`config.mk`:
```
export PLATFORM = sky130hd
export DESIGN_NAME = atr_fifo
export DESIGN_NICKNAME = d
export VERILOG_FILES = /design/src/atr_pkg.sv /design/src/atr_fifo.sv
export SDC_FILE = /design/constraint.sdc
export NUM_CORES = 1
export LEC_CHECK = 0
export BUFFER_PORTS_ARGS = -buffer_cell sky130_fd_sc_hd__buf_4
export CORE_ASPECT_RATIO = 1.4
export CORE_MARGIN = 5
export CORE_UTILIZATION = 47
export DETAILED_ROUTE_END_ITERATION = 16
export HOLD_SLACK_MARGIN = 0.1
export PLACE_DENSITY = 0.73
export SLEW_MARGIN = 25
export SYNTH_ARGS = -nofsm -noshare
export SYNTH_HDL_FRONTEND = slang
export SYNTH_SLANG_ARGS = --single-unit
```
`constraint.sdc`:
```
create_clock -name clk -period 6.9 [get_ports clk]
set_input_delay 1.725 -clock clk [delete_from_list [all_inputs] [get_ports clk]]
set_output_delay 1.725 -clock clk [all_outputs]
set_load 0.03 [all_outputs]
```
`src/atr_pkg.sv`:
```
// ----------------------------------------------------------------------------
// atr_pkg - shared types, constants and functions
// Formats and helpers for the tilt angle relay datapath.
// ----------------------------------------------------------------------------
package atr_pkg;

	localparam int SampleBits    = 16;
	localparam int GuardBits     = 8;
	localparam int AngleFracBits = 7;
	localparam int CordicStages  = 16;
	localparam int GuardW        = SampleBits + GuardBits;   // guarded sample width
	localparam int DatW          = 30;                       // CORDIC x/y width
	localparam int AngW          = 28;                       // internal angle, 2^-16 deg
	localparam int OutW          = 16;
	localparam int CfgIdxW       = 8;
	localparam int KgainQ14      = 26981;

	localparam logic [CfgIdxW-1:0] REG_AZ_THR = CfgIdxW'(0);
	localparam logic [CfgIdxW-1:0] REG_AL_THR = CfgIdxW'(1);
	localparam logic [OutW-1:0]    THR_RESET  = OutW'(23040);

	localparam logic signed [AngW-1:0] DEG180 = AngW'(180 * 65536);
	localparam logic signed [AngW-1:0] DEG360 = AngW'(360 * 65536);

	typedef logic signed [DatW-1:0] dat_t;
	typedef logic signed [AngW-1:0] ang_t;

	// Work item handed from the front to the back.
	typedef struct packed {
		dat_t                     x;
		dat_t                     y;
		ang_t                     a;
		logic                     zero;
		logic signed [GuardW-1:0] gx;
	} work_t;

	// round(atan(2^-i) * 180/pi * 2^16)
	function automatic ang_t atan_tab(input int i);
		ang_t r;
		case (i)
			0:  r = AngW'(2949120);
			1:  r = AngW'(1740967);
			2:  r = AngW'(919879);
			3:  r = AngW'(466945);
			4:  r = AngW'(234379);
			5:  r = AngW'(117304);
			6:  r = AngW'(58666);
			7:  r = AngW'(29335);
			8:  r = AngW'(14668);
			9:  r = AngW'(7334);
			10: r = AngW'(3667);
			11: r = AngW'(1833);
			12: r = AngW'(917);
			13: r = AngW'(458);
			14: r = AngW'(229);
			15: r = AngW'(115);
			16: r = AngW'(57);
			17: r = AngW'(29);
			18: r = AngW'(14);
			19: r = AngW'(7);
			20: r = AngW'(4);
			21: r = AngW'(2);
			22: r = AngW'(1);
			default: r = '0;
		endcase
		return r;
	endfunction

	// Wrap to [0, 360), round half up to the output unit.
	function automatic logic [OutW-1:0] to_output(input ang_t a_in);
		localparam int Sh = 16 - AngleFracBits;
		localparam int Full = 360 << AngleFracBits;
		ang_t w;
		ang_t o;
		w = a_in;
		if (w < 0) w = w + DEG360;
		if (w < 0) w = '0;
		if (w >= DEG360) w = w - DEG360;
		o = (w + AngW'(1 << (Sh - 1))) >>> Sh;
		if (o >= AngW'(Full)) o = o - AngW'(Full);
		return o[OutW-1:0];
	endfunction

endpackage

```
`src/atr_fifo.sv`:
```
// ----------------------------------------------------------------------------
// atr_fifo - two entry queue between front and back
// ----------------------------------------------------------------------------
module atr_fifo (
	input  logic           clk,
	input  logic           arst_n,
	input  logic           push,
	input  atr_pkg::work_t wdata,
	input  logic           pop,
	output atr_pkg::work_t rdata,
	output logic           full,
	output logic           empty
);
	import atr_pkg::*;

	work_t      mem_q [0:1];
	logic       wr_q, rd_q;
	logic [1:0] cnt_q;

	assign full  = (cnt_q == 2'd2);
	assign empty = (cnt_q == 2'd0);
	assign rdata = mem_q[rd_q];

	always_ff @(posedge clk) begin
		if (push) mem_q[wr_q] <= wdata;
	end

	always_ff @(posedge clk or negedge arst_n) begin
		if (!arst_n) begin
			wr_q  <= 1'b0;
			rd_q  <= 1'b0;
			cnt_q <= 2'd0;
		end else begin
			if (push) wr_q <= ~wr_q;
			if (pop)  rd_q <= ~rd_q;
			cnt_q <= cnt_q + 2'(push) - 2'(pop);
		end
	end

endmodule

```
Word level (Yosys, flattened, before mapping)
Memories as Yosys holds them, arrays and structs flattened.
Index checks and enable logic that the tools add are counted.
W data, S select, Z words.
{ "word_totals": {"ramBits": 226, "word_cells": 12, "output_inout_bits": 115, "register_bits": 4, "inputBits": 117, "mem_count": 1} }
{ "memory_table": {"columns": ["memory", "depth", "word_bits", "read_ports", "rd_ports_with_merged_regs", "wr", "line", "rtl"], "rows": [
  ["mem_q", 2, 113, 1, 0, 1, "atr_fifo.sv:16", "work_t mem_q [0:1];"]
]} }
{ "op_classes": {"n_mux": 2, "eq_ne": 1, "n_addsub": 2, "reduce_logical": 1, "bitwise_logic": 2} }
{ "ops": {"columns": ["operator", "n"], "rows": [
  ["$add A2 B1 Y2", 1],
  ["$eq A2 B2 Y1 const B", 1],
  ["$logic_not A2 Y1", 1],
  ["$mux W1", 2],
  ["$not A1 Y1", 2],
  ["$sub A2 B1 Y2", 1]
]} }

Depth between registers and ports, before layout
{ "depth": {"word_depth": 2, "ltp_mapped": 5, "ltp_nobuf": 5} }

Worst setup path before layout
Ideal clock, no wire load.
{ "synth_path": {"path_kind": "input-to-reg", "from": "input push", "to": "memory mem_q[0][0] (netlist bit), enable pin", "cell_stages": 1, "arrival_ns": 6.632, "setup_time_ns": 0.600, "n_path_buf": 0, "required_ns": 6.300, "setup_slack_ns": -0.332, "path_cell_list": "nor2b_1"} }
{ "synth_between": {"elab_chain_len": 2} }
{ "synth_rtl": {"columns": ["element", "line", "rtl"], "rows": [
  ["start: declaration", "atr_fifo.sv:7", "input logic push,"],
  ["$mux W1", "atr_fifo.sv:25", "if (push) mem_q[wr_q] <= wdata;"],
  ["$mux W1 (not written as such)", "atr_fifo.sv:25", null],
  ["end: declaration", "atr_fifo.sv:16", null]
]} }
No other way between the ends.

==> out/metrics.yaml <==
cts:
  tritoncts: "built"
  cts-root-buf: "clkbuf_16"
  post-cts-setup-buffers: 0
  htreeDepth: 1
  ctsResizeCount: 0
  clock_path_buffers: 3
  cts.sinks: 230
  clock_latency_ps: 500
  clkTransAtPathRegs_ps: 60
  numCtsBuffers: 22
  ctsHoldBuffers: 0
routing:
  vias_per_cell: 4.89
  post_drt_wl_per_cell_um: 18.6
  vias: 4247
  drt_iter0_markers: 249
  drc: 0
  drt_first_pass_iters: 4
  routed_wl_um: 16100
  antenna_left: 0
synth:
  seq_area_frac_synth_pct: 80.1
  synth_fp_nets: 486
  yosys.area_share.simple_pct: 0.262
  yosys.area_share.adder_pct: 0.291
  synth_seq_cells: 230
  avgSynthCellArea_um2: 23.4
  synth_top_family_by_area: "multiplexers"
  synth-compound-area-share_pct: 0
  yosys-mux-area-fraction_pct: 17.4
  synth_xor_area_share_pct: 0.480
  syn-cell-area_mm2: 0.00860
  synth_cell_types: 14
  ys_warn_count: 0
  syn_inst: 367
sta:
  clock_skew_ps: 23.4
  drv_slew: 0
  fin_crit_sh_pct: 63.6
  fin_setup_tns_ps: 0
  finalSetupViolCount: 0
  slew_headroom_pct: 34.5
  rsz0062_at_grt: "false"
  tightestPinTransition_ps: 983
  fmax_mhz: 228
  period_needed_ps: 4390
  hold_viol: 0
power:
  p_comb_share_pct: 37.4
  p_int_w: 0.00333
  p_sw_w: 0.00167
  clkPwrFrac_pct: 22.8
  p_per_area_mw_per_mm2: 444
  swShare_pct: 33.4
  p_leak_nw: 4.41
  p_seq_share_pct: 39.8
  ir_drop_mv: 0.299
  total_power_w: 0.00501
finish:
  fillCellCount: 1334
  n_antenna_cell: 0
  final_layout_size_suffix_gt1_share_pct: 61.4
  nets: 733
  area_growth_pct: 31.0
floorplan:
  start_util_pct: 47.8
  die_x_um: 124
  die_y_um: 170
  rows: 58
  dieArea_mm2: 0.0211
  ios: 232
  core_mm2: 0.0180
setup_path:
  cp-end-kind: "output port"
  path_class: "flop to output port"
  cp_slowest_cell: "dfrtp_4"
  startpoint_type: "flop"
  cp_max_fo: 58
  cpPeakStageDelay_ps: 960
  crit_top_cell: "buf_4"
  critPathArrivalTime_ps: 2660
  cp_data_required_time_ps: 5180
  cp_cell_sequence: "buf_4, mux2_2, buf_4"
grt:
  grt_max_degree: 73
  grt_pass1_wl_um: 24700
  grt_pass1_vias: 4764
  grt.overflow.total: 0
  antenna_found_initial: 0
  track_usage_pct: 14.7
placement:
  port_buffers: 231
  hpwl_um: 11100
  routabilityCongestion: 0.710
worst_hold_path:
  hold_path.class: "flop to flop"
run:
  max_cap_violations: 0
run_status:
  status: "completed"
[final timing paths]
check                      startpoint            to  slack, ps  cells past startpoint
max                              rd_q     rdata[27]       2510                      3
min                              wr_q          wr_q        550                      1
max reg2reg                      wr_q  mem_q[1][13]       4560                      2
min reg2reg                      wr_q          wr_q        550                      1
max in group asynchronous      arst_n          rd_q       5780                      1
min in group asynchronous      arst_n          rd_q       1010                      1
[flip-flops by register name, summed over array words and instances (netlist names)]
| signal | count |
|---|---|
| rd_q | 1 |
| cnt_q | 2 |
| wr_q | 1 |
| mem_q | 226 |
[final cells by class]
| class | count | area (um2) | area share [%] |
|---|---|---|---|
| flip-flops and latches | 230 | 6890 | 61.1 |
| inverters | 2 | 7.51 | 0.0666 |
| clock inverters | 17 | 153 | 1.35 |
| repair buffers | 236 | 1770 | 15.7 |
| clock buffers | 22 | 551 | 4.89 |
| multi-input cells | 122 | 1600 | 14.2 |
| well taps | 240 | 300 | 2.66 |
[power groups by stage]
stage	clock (W)	combinational, W	sequential, W
2_1_floorplan	0	0.00138	0.00196
3_3_place_gp	0	0.00188	0.00201
3_5_place_dp	0	0.00190	0.00203
4_1_cts	0.00118	0.00191	0.00200
5_1_grt	0.00124	0.00197	0.00202
6_report	0.00114	0.00187	0.00199
[cells in the final DEF (no fill, tap or decap), drive strengths merged]
cell / netlist / layout
nor2: 1 / 1
dfrtp: 4 / 4
inv: 2 / 2
buf: 13 / 236
clkinv: 0 / 13
bufinv: 0 / 2
xor2: 2 / 2
clkbuf: 0 / 22
nor2b: 2 / 2
ha: 2 / 2
clkinvlp: 0 / 2
xor3: 1 / 1
edfxtp: 226 / 226
and2: 1 / 1
mux2: 113 / 113
[critical path, delay by kind of cell (launching register included)]
family   cells  cell delay, ps
mux          1             400
flops        1             960
buf+inv      2             750
[synthesized netlist by cell type]
master	number	area (um2)
and2_1	1	6.26
dfrtp_1	4	100
xor3_1	1	23.8
edfxtp_1	226	6790
buf_2	5	25.0
inv_1	2	7.51
buf_8	1	15.0
mux2_2	53	597
nor2_1	1	3.75
buf_6	7	78.8
nor2b_1	2	12.5
mux2_4	60	901
ha_1	2	25.0
xor2_1	2	17.5
[cell families (layout without fill, tap and decap cells)]
group | Yosys count | after routing
xor gates and xnor gates | 3 | 3
adders and majority gates | 2 | 2
buffers and inverters | 15 | 277
DFF | 230 | 230
muxes | 113 | 113
and+or+nand+nor | 4 | 4
[routing by layer]
layer,vias to the layer above,GRT usage [%],part of all wire [%]
met1,2100,16.6,37
li1,1948,-,-
met3,35,3.49,6.1
met5,-,0,0
met2,164,27.1,55
met4,0,5.39,2.6
[through the flow]
step           instances  worst slack, ps  hold WS, ps  util, %  area, um2
2_1_floorplan        367             1790          473        -       8600
3_3_place_gp         830             3030          535     58.7      10600
3_5_place_dp         830             3000          533     58.7      10600
4_1_cts              869             2460          549     62.6      11300
5_1_grt              869             2370          577     62.6      11300
6_report             869             2510          554     62.6      11300
Power figures use the tool's default switching activity.
