**src/atr_pkg.sv**
```systemverilog
// ----------------------------------------------------------------------------
// atr_pkg - shared types, constants and functions
// Formats and helpers for the tilt angle relay datapath.
// ----------------------------------------------------------------------------
package atr_pkg;

	localparam int SampleBits    = 16;
	localparam int GuardBits     = 8;
	localparam int AngleFracBits = 7;
	localparam int CordicStages  = 16;
	localparam int GuardW        = SampleBits + GuardBits;   // guarded sample width
	localparam int DatW          = 30;                       // CORDIC x/y width
	localparam int AngW          = 28;                       // internal angle, 2^-16 deg
	localparam int OutW          = 16;
	localparam int CfgIdxW       = 8;
	localparam int KgainQ14      = 26981;

	localparam logic [CfgIdxW-1:0] REG_AZ_THR = CfgIdxW'(0);
	localparam logic [CfgIdxW-1:0] REG_AL_THR = CfgIdxW'(1);
	localparam logic [OutW-1:0]    THR_RESET  = OutW'(23040);

	localparam logic signed [AngW-1:0] DEG180 = AngW'(180 * 65536);
	localparam logic signed [AngW-1:0] DEG360 = AngW'(360 * 65536);

	typedef logic signed [DatW-1:0] dat_t;
	typedef logic signed [AngW-1:0] ang_t;

	// Work item handed from the front to the back.
	typedef struct packed {
		dat_t                     x;
		dat_t                     y;
		ang_t                     a;
		logic                     zero;
		logic signed [GuardW-1:0] gx;
	} work_t;

	// round(atan(2^-i) * 180/pi * 2^16)
	function automatic ang_t atan_tab(input int i);
		ang_t r;
		case (i)
			0:  r = AngW'(2949120);
			1:  r = AngW'(1740967);
			2:  r = AngW'(919879);
			3:  r = AngW'(466945);
			4:  r = AngW'(234379);
			5:  r = AngW'(117304);
			6:  r = AngW'(58666);
			7:  r = AngW'(29335);
			8:  r = AngW'(14668);
			9:  r = AngW'(7334);
			10: r = AngW'(3667);
			11: r = AngW'(1833);
			12: r = AngW'(917);
			13: r = AngW'(458);
			14: r = AngW'(229);
			15: r = AngW'(115);
			16: r = AngW'(57);
			17: r = AngW'(29);
			18: r = AngW'(14);
			19: r = AngW'(7);
			20: r = AngW'(4);
			21: r = AngW'(2);
			22: r = AngW'(1);
			default: r = '0;
		endcase
		return r;
	endfunction

	// Wrap to [0, 360), round half up to the output unit.
	function automatic logic [OutW-1:0] to_output(input ang_t a_in);
		localparam int Sh = 16 - AngleFracBits;
		localparam int Full = 360 << AngleFracBits;
		ang_t w;
		ang_t o;
		w = a_in;
		if (w < 0) w = w + DEG360;
		if (w < 0) w = '0;
		if (w >= DEG360) w = w - DEG360;
		o = (w + AngW'(1 << (Sh - 1))) >>> Sh;
		if (o >= AngW'(Full)) o = o - AngW'(Full);
		return o[OutW-1:0];
	endfunction

endpackage

```
**src/atr_front.sv**
```systemverilog
// ----------------------------------------------------------------------------
// atr_front - sample intake
// Scales samples, flags the degenerate case and pre-rotates into the right
// half plane for the azimuth CORDIC.
// ----------------------------------------------------------------------------
module atr_front (
	input  logic signed [15:0] accel_x,
	input  logic signed [15:0] accel_y,
	input  logic signed [15:0] accel_z,
	output atr_pkg::work_t     item
);
	import atr_pkg::*;

	logic signed [GuardW-1:0] gx, gy, gz;
	dat_t xv, yv;

	always_comb begin
		gx = {accel_x[SampleBits-1:0], {GuardBits{1'b0}}};
		gy = {accel_y[SampleBits-1:0], {GuardBits{1'b0}}};
		gz = {accel_z[SampleBits-1:0], {GuardBits{1'b0}}};
		xv = DatW'(gz);
		yv = DatW'(gy);
		item.gx   = gx;
		item.zero = (gz == '0) && (gy == '0);
		if (xv < 0) begin
			item.a = (yv >= 0) ? DEG180 : -DEG180;
			item.x = -xv;
			item.y = -yv;
		end else begin
			item.a = '0;
			item.x = xv;
			item.y = yv;
		end
	end

endmodule

```
**config.mk**
```make
export PLATFORM = sky130hd
export DESIGN_NAME = atr_front
export DESIGN_NICKNAME = d
export VERILOG_FILES = /design/src/atr_pkg.sv /design/src/atr_front.sv
export SDC_FILE = /design/constraint.sdc
export NUM_CORES = 1
export LEC_CHECK = 0
export ABC_AREA = 1
export ABC_CLOCK_PERIOD_IN_PS = 3900
export BUFFER_PORTS_ARGS = -buffer_cell sky130_fd_sc_hd__buf_2
export CAP_MARGIN = 30
export CORE_MARGIN = 2
export CORE_UTILIZATION = 39
export DETAILED_ROUTE_END_ITERATION = 12
export PLACE_DENSITY = 0.95
export SYNTH_ARGS = -nofsm -noshare
export SYNTH_HDL_FRONTEND = slang
export SYNTH_SLANG_ARGS = --single-unit
```
**constraint.sdc**
```tcl
create_clock -name vclk -period 3.9
set_input_delay 0.39 -clock vclk [all_inputs]
set_output_delay 0.39 -clock vclk [all_outputs]
set_load 0.02 [all_outputs]
```
Yosys cells after proc, flatten, opt, wreduce, memory -nomap -nowiden --
Cells that the tools add are included.
Word-level totals: output and inout port bits 113, flip-flop bits (word level) 0, bits of input ports 48, word-level logic and storage cells 9
Operators by class: mux-type cells 2, add/subtract/negate cells 2, reduce and logical (&&, ||, !) cells 3, magnitude comparators 2
Operator list (count):
- two-way mux 88 bit | 1
- negator 24 -> 30 bit | 2
- zero test 16 bit | 2
- two-way mux 28 bit | 1
- greater-or-equal comparator 24 x 1 -> 1 bit, second input constant | 1
- less-than comparator 24 x 1 -> 1 bit, second input constant | 1
- logical AND 1 bit | 1

Longest topological paths before layout --
Gate-level depths: netlist (run 1).
word-level depth 3, mapped depth 11, mapped depth without buffers 10

Worst setup path after synthesis (run 1) --
No wires, ideal clock.
path kind input port to output port, start point in accel_y[1], end point out item[46] (netlist bit), cell stages on the path 10, data required time 3510 ps, arrival time 1904 ps, slack 1606 ps, path buffers 1, path through inv_1 > ha_1 > nand3_2 > nor2_8 > nand3_4 > nor2_4 > inv_2 > ha_1 > nor2_1 > buf_4
RTL lines:
- start, declared | line atr_front.sv:8 | input logic signed [15:0] accel_y,
- end, declared | line atr_front.sv:10 | output atr_pkg::work_t item

==> run summary, run 1 <==
## Floorplan
* **horizontal extent of the die** 65.5 um
* **starting density of the core** 0.403
* **Die H** 65.5 um
* **Rows** 22
* **Core Region** 0.00366 mm2
* **Total Die Area** 0.00429 mm2
* **IO Count** 161

## Min path
* **min-delay worst type** in -> out
* **Hold Path Origin** accel_x[8]

## Placement
* **Place WS** 1.64 ns
* **placer's final routability congestion estimate** 0.827
* **area of placed instances** 0.00155 mm2
* **number of port buffers** 81
* **Detail Placement HPWL** 2970 um

## Status
* **result of the run** complete, no violations

## Routing
* **average wire length per cell after detail routing** 9.48 um
* **DRT antenna net count** 0
* **post-detailed-route DRC marker count** 0
* **Final Routed Wirelength** 3370 um
* **first-pass iteration count of the detailed router** 4
* **number of vias in the routed layout** 1520
* **detailed router's first-iteration violation count** 71
* **average vias per placed instance** 4.27

## Timing
* **max-slew violations** 0
* **worst path setup slack after routing** 1.65 ns
* **Highest Clock Rate** 0.444 GHz
* **total of endpoints with negative setup slack in the final report** 0
* **min cycle time layout** 2.25 ns
* **final worst path period share** 0.577
* **unrepaired setup endpoints after global routing** false
* **setup TNS after final layout** 0 ns
* **number of hold violations in the final report** 0

## Synthesis
* **number of warnings reported in the yosys synthesis log** 0
* **dominant cell by count in the synthesized netlist** sky130_fd_sc_hd__buf_4
* **cell count after synthesis** 257
* **sequential element share of the synthesized area** 0
* **mean post-synth cell area** 5.74 um2
* **largest area contributor in the netlist** sky130_fd_sc_hd__buf_4
* **commonest cells in the netlist** 74 x sky130_fd_sc_hd__buf_4, 67 x sky130_fd_sc_hd__nand2_1, 24 x sky130_fd_sc_hd__nor2_1
* **post-synthesis cell area** 0.00148 mm2
* **main area contributors after synthesis** sky130_fd_sc_hd__buf_4 38%, sky130_fd_sc_hd__nand2_1 17%, sky130_fd_sc_hd__nor2_1 6.1%, sky130_fd_sc_hd__xor2_1 5.9%, sky130_fd_sc_hd__nand3_1 5.4%
* **distinct cell type count after synthesis** 24
* **share of the synthesized area in the top cell type** 0.377

## Layout
* **fillcell total** 409
* **area grow syn2layout** 5.09%
* **layout clock buffer count** 0
* **area of the multi-input gates** 991 um2
* **cell area after layout** 0.00155 mm2
* **ant diodes** 0
* **area taken by flip-flops and latches** 0 um2
* **share of final-layout standard cells stronger than drive strength 1** 0.312
* **count of nets after finishing** 361
* **number of flip-flops and latches** 0

## Worst setup path
* **CP arrival** 1.86 ns
* **highest cell delay on the worst timing path** 0.26 ns
* **startpoint of the most critical setup path** accel_y[1]
* **maximum net fanout on the critical path** 4
* **Buffers & Inverters on Critical Path** 4
* **cell family with most CP delay** simple AND/OR/NAND/NOR gates
* **Worst Setup End Kind** output port
* **Crit path required time** 3.51 ns
* **kind of start point of the critical path** input port
* **worst path cell trace** buf_2 -> inv_1 -> ha_1 -> nand3_2 -> nor2_8 -> nand3_4 -> nor2_4 -> inv_2 -> ha_1 -> nand2_1 -> nand2_1 -> buf_2
* **Critical Setup Path Class** in -> out
* **Critical-path top delay cell** sky130_fd_sc_hd__ha_1

## Power and ir drop
* **cell leakage power** 0.993 nW
* **relative contribution of the clock network to total power** 0
* **Power Internal** 67.3 uW
* **combinational cell fraction of total power** 1.000
* **largest vdd supply drop** 60.3 uV
* **Power Density** 150 mW/mm2
* **Seq pwr share** 0
* **switching power summed over all nets** 166 uW
* **switching portion of total power** 0.712

## Clock network
* **setup bufs post-CTS** 0
* **number of hold buffers added after CTS** 0
* **Resized Gates After CTS** 0

## Global route
* **Tot GR Track Use** 0.142
* **pin count of the biggest net entering global routing** 27
* **number of global-route vias before repair** 1180
* **antenna violations before repair** 0
* **wire length of the first global-routing pass** 5040 um
* **gr ovfl total** 0

## Flow run
* **# Max-Cap Violations** 0

==> kinds of logic after synthesis <==
group | share of synthesized area
XOR/XNOR | 0.101
AND/OR/NAND/NOR | 0.389
AO/OA/AOI/OAI | 0.0339
buffers and inverters | 0.448
other | 0.00254
adder cells (fa/ha/maj) | 0.0254
==> layer usage <==
layer	global-route usage	part of all wire	routed length, um
met5	0	0	0
met4	0.0182	0.015	50
met3	0.0154	0.082	276
met2	0.259	0.47	1600
met1	0.184	0.43	1450
==> cells in the final DEF, fill, tap and decap left out, types with 2 or more instances in the layout <==
cell type                  count
sky130_fd_sc_hd__buf_2        81
sky130_fd_sc_hd__nand2_1      67
sky130_fd_sc_hd__conb_1       48
sky130_fd_sc_hd__nor2_1       24
sky130_fd_sc_hd__inv_1        21
sky130_fd_sc_hd__nand3_1      16
sky130_fd_sc_hd__xor2_1       10
sky130_fd_sc_hd__xnor2_1       7
sky130_fd_sc_hd__nor2_2        6
sky130_fd_sc_hd__o21ai_1       4
sky130_fd_sc_hd__o21ai_0       4
sky130_fd_sc_hd__nand4_1       3
sky130_fd_sc_hd__nand3b_1      3
sky130_fd_sc_hd__ha_1          3
sky130_fd_sc_hd__inv_2         2
sky130_fd_sc_hd__a21oi_1       2
==> layout make-up <==
class	instances	share of cell area
inverters	23	0.0557
repair buffers	82	0.266
multi-input cells	203	0.639
well taps	48	0.0387
==> power by group through the flow <==
stage	registers, mW	clock network [mW]	logic [mW]
after global routing	0	0	0.254
after CTS	0	0	0.234
after detailed placement	0	0	0.233
after floorplan	0	0	0.229
after global placement	0	0	0.231
final	0	0	0.233
==> metrics by stage <==
step	power, mW	hold WS, ns	utilization	std cells
detailed placement	0.233	0.780	0.423	356
finish	0.233	0.780	0.423	356
global route	0.254	0.780	0.423	356
floorplan	0.229	0.893	-	304
CTS	0.234	0.780	0.423	356
global placement	0.231	0.780	0.423	356
==> path summary, 6_finish.rpt <==
path	end	slack, ns	cells after the start
setup / recovery	item[77]	1.65	12
hold / removal	item[16]	0.78	0
Power figures use the tool's default switching activity.
==> run 2, diff against run 1 <==
==> config.mk (replaced) <==
export PLATFORM = sky130hd
export DESIGN_NAME = atr_front
export DESIGN_NICKNAME = d
export VERILOG_FILES = /design/src/atr_pkg.sv /design/src/atr_front.sv
export SDC_FILE = /design/constraint.sdc
export NUM_CORES = 1
export LEC_CHECK = 0
export ABC_AREA = 0
export ABC_CLOCK_PERIOD_IN_PS = 1800
export BUFFER_PORTS_ARGS = -buffer_cell sky130_fd_sc_hd__buf_2
export CAP_MARGIN = 30
export CORE_MARGIN = 2
export CORE_UTILIZATION = 31
export DETAILED_ROUTE_END_ITERATION = 12
export PLACE_DENSITY = 0.88
export SYNTH_ARGS = -nofsm -noshare
export SYNTH_HDL_FRONTEND = slang
export SYNTH_SLANG_ARGS = --single-unit
==> constraint.sdc (replaced) <==
create_clock -name vclk -period 1.8
set_input_delay 0.18 -clock vclk [all_inputs]
set_output_delay 0.18 -clock vclk [all_outputs]
set_load 0.02 [all_outputs]
==> run 2 against run 1 <==
The flow now finishes with violations (setup timing). Power increased to 2.6 times the previous value. Critical path depth fell by 4. Core utilization grew 7.2 points. Sequential cell count unchanged. Via count shrank 12%. Critical endpoint unchanged. Synthesized area fell by 15%.
==> run summary, run 2 <==
## Status
* **result of the run** complete, but fails checks, was complete, no violations
* **failing checks** setup timing

## Layout
* **area taken by flip-flops and latches** 0 um2, unchanged
* **share of final-layout standard cells stronger than drive strength 1** 0.541, was 0.312
* **layout clock buffer count** 0, unchanged
* **final core utilization** 0.495, was 0.423
* **leading cell type in the layout, fill and taps excluded** sky130_fd_sc_hd__buf_2, unchanged
* **number of flip-flops and latches** 0, unchanged
* **area grow syn2layout** 55.1%, was 5.09%
* **commonest cells after routing, fill and taps aside** 57 x sky130_fd_sc_hd__buf_2, 48 x sky130_fd_sc_hd__conb_1, 37 x sky130_fd_sc_hd__buf_4, was 81 x sky130_fd_sc_hd__buf_2, 67 x sky130_fd_sc_hd__nand2_1, 48 x sky130_fd_sc_hd__conb_1
* **fillcell total** 369, was 409
* **count of nets after finishing** 319, was 361
* **ant diodes** 0, unchanged
* **number of standard cells in the layout, taps in and fillers out** 316, was 356

## Synthesis
* **mean post-synth cell area** 6.99 um2, was 5.74 um2
* **main area contributors after synthesis** sky130_fd_sc_hd__buf_4 44%, sky130_fd_sc_hd__xnor2_1 19%, sky130_fd_sc_hd__o21ai_0 5.6%, sky130_fd_sc_hd__o31ai_1 4.2%, sky130_fd_sc_hd__nand2_1 3.9%, was sky130_fd_sc_hd__buf_4 38%, sky130_fd_sc_hd__nand2_1 17%, sky130_fd_sc_hd__nor2_1 6.1%, sky130_fd_sc_hd__xor2_1 5.9%, sky130_fd_sc_hd__nand3_1 5.4%
* **number of warnings reported in the yosys synthesis log** 0, unchanged
* **dominant cell by count in the synthesized netlist** sky130_fd_sc_hd__buf_4, unchanged
* **cell count after synthesis** 180, was 257
* **largest area contributor in the netlist** sky130_fd_sc_hd__buf_4, unchanged
* **post-synthesis cell area** 0.00126 mm2, was 0.00148 mm2
* **share of the synthesized area in the top cell type** 0.441, was 0.377
* **sequential element share of the synthesized area** 0, unchanged
* **commonest cells in the netlist** 74 x sky130_fd_sc_hd__buf_4, 27 x sky130_fd_sc_hd__xnor2_1, 14 x sky130_fd_sc_hd__o21ai_0, was 74 x sky130_fd_sc_hd__buf_4, 67 x sky130_fd_sc_hd__nand2_1, 24 x sky130_fd_sc_hd__nor2_1
* **distinct cell type count after synthesis** 23, was 24

## Power and ir drop
* **cell leakage power** 0.982 nW, was 0.993 nW
* **switching power summed over all nets** 376 uW, was 166 uW
* **Power Internal** 240 uW, was 67.3 uW
* **switching portion of total power** 0.611, was 0.712
* **relative contribution of the clock network to total power** 0, about the same
* **Seq pwr share** 0, about the same
* **combinational cell fraction of total power** 1.000, about the same
* **largest vdd supply drop** 149 uV, was 60.3 uV
* **Power Density** 316 mW/mm2, was 150 mW/mm2

## Placement
* **Place WS** -0.742 ns, was 1.64 ns
* **Cells after DPL** 310, was 356
* **Detail Placement HPWL** 2820 um, was 2970 um
* **placer's final routability congestion estimate** 0.718, was 0.827
* **number of port buffers** 81, unchanged

## Timing
* **Highest Clock Rate** 0.409 GHz
* **worst path setup slack after routing** -0.644 ns, was 1.65 ns
* **number of hold violations in the final report** 0, unchanged
* **final worst path period share** 1.36
* **max-slew violations** 0, unchanged
* **min cycle time layout** 2.44 ns
* **total of endpoints with negative setup slack in the final report** 20, was 0
* **unrepaired setup endpoints after global routing** true, was false

## Routing
* **detailed router's first-iteration violation count** 11, was 71
* **post-detailed-route DRC marker count** 0, unchanged
* **number of vias in the routed layout** 1344, was 1520
* **average wire length per cell after detail routing** 10.9 um, was 9.48 um
* **Final Routed Wirelength** 3450 um, was 3370 um
* **first-pass iteration count of the detailed router** 4, unchanged
* **DRT antenna net count** 0, unchanged
* **average vias per placed instance** 4.25, was 4.27

## Global route
* **gr ovfl total** 0, unchanged
* **wire length of the first global-routing pass** 4810 um, was 5040 um
* **pin count of the biggest net entering global routing** 21, was 27
* **number of global-route vias before repair** 1137, was 1180
* **Tot GR Track Use** 0.129, was 0.142
* **antenna violations before repair** 0, unchanged

## Worst setup path
* **maximum net fanout on the critical path** 2, was 4
* **CP arrival** 2.26 ns, was 1.86 ns
* **Crit path required time** 1.62 ns, was 3.51 ns
* **Critical Setup Path Class** in -> out, unchanged
* **Worst Setup End Kind** output port, unchanged
* **kind of start point of the critical path** input port, unchanged

## Flow run
* **# Max-Cap Violations** 0, unchanged

## Floorplan
* **IO Count** 161, unchanged
* **Rows** 23, was 22
* **Die H** 67.7 um, was 65.5 um
* **Total Die Area** 0.00459 mm2, was 0.00429 mm2
* **starting density of the core** 0.319, was 0.403
* **horizontal extent of the die** 67.7 um, was 65.5 um
* **Core Region** 0.00394 mm2, was 0.00366 mm2

## Clock network
* **number of hold buffers added after CTS** 0, unchanged

## Min path
* **min-delay worst type** in -> out, unchanged

## run 2: cell count changes after synthesis, sizes merged, moves of 10 or more
cell and change:
nand3 -16, xor2 -10, inv -19, nand2 -55, nor2 -27, xnor2 +20
## run 2: area by class of cell
cell class,count,area (um2),area share
multi-input combinational,145,1050,0.537
tap,50,62.6,0.0321
inverter,4,15.0,0.00769
timing repair buffer,117,826,0.423
## run 2: cell families after synthesis
| group | Yosys count | synth area share |
|---|---|---|
| adders and majority gates | 3 | 0.0298 |
| other | 1 | 0.00298 |
| buffers and inverters | 82 | 0.465 |
| AOI/OAI and AO/OA | 27 | 0.137 |
| and+or+nand+nor | 40 | 0.177 |
| xor gates and xnor gates | 27 | 0.188 |
## run 2: power groups by stage
stage,Combinational (mW),Sequential (mW),Clock [mW]
after global routing,0.665,0,0
final,0.616,0,0
after CTS,0.581,0,0
after detailed placement,0.549,0,0
after global placement,0.542,0,0
after floorplan,0.495,0,0
## run 2: worst paths after layout
kind                     from       end  slack [ns]  depth (start not counted)
hold / removal    accel_x[10]  item[18]        0.36                          0
setup / recovery   accel_y[9]  item[77]       -0.64                          8
## run 2: worst max-delay path, cell delays in order
cell and delay (ns):
sky130_fd_sc_hd__buf_6 0.09, sky130_fd_sc_hd__or4_4 0.52, sky130_fd_sc_hd__or4_4 0.44, sky130_fd_sc_hd__or4_4 0.52, sky130_fd_sc_hd__ha_4 0.29, sky130_fd_sc_hd__nand2_4 0.05
sky130_fd_sc_hd__nand2_4 0.05, sky130_fd_sc_hd__buf_6 0.12
## run 2: metal layers
layer,wire (um),vias up,GRT usage
met5,0,-,0
met4,24,0,0.0102
met3,351,8,0.0117
met2,1910,91,0.272
met1,1170,594,0.141
li1,-,651,-
## run 2: metrics by stage
stage	setup TNS, ns	cell area, um2	hold slack [ns]	total power [mW]
floorplan	-6.90	1520	0.400	0.495
global placement	-9.99	1630	0.360	0.542
detailed placement	-10.52	1630	0.360	0.549
CTS	-10.93	1810	0.360	0.581
global route	-12.24	1950	0.360	0.665
finish	-11.12	1950	0.360	0.616
## run 2: what timing repair did
item	CTS	global route
buffers inserted	5	3
endpoints found under the hold margin	0	0
endpoints found under the setup margin	25	26
resized for setup	38	30
pin swaps	2	8
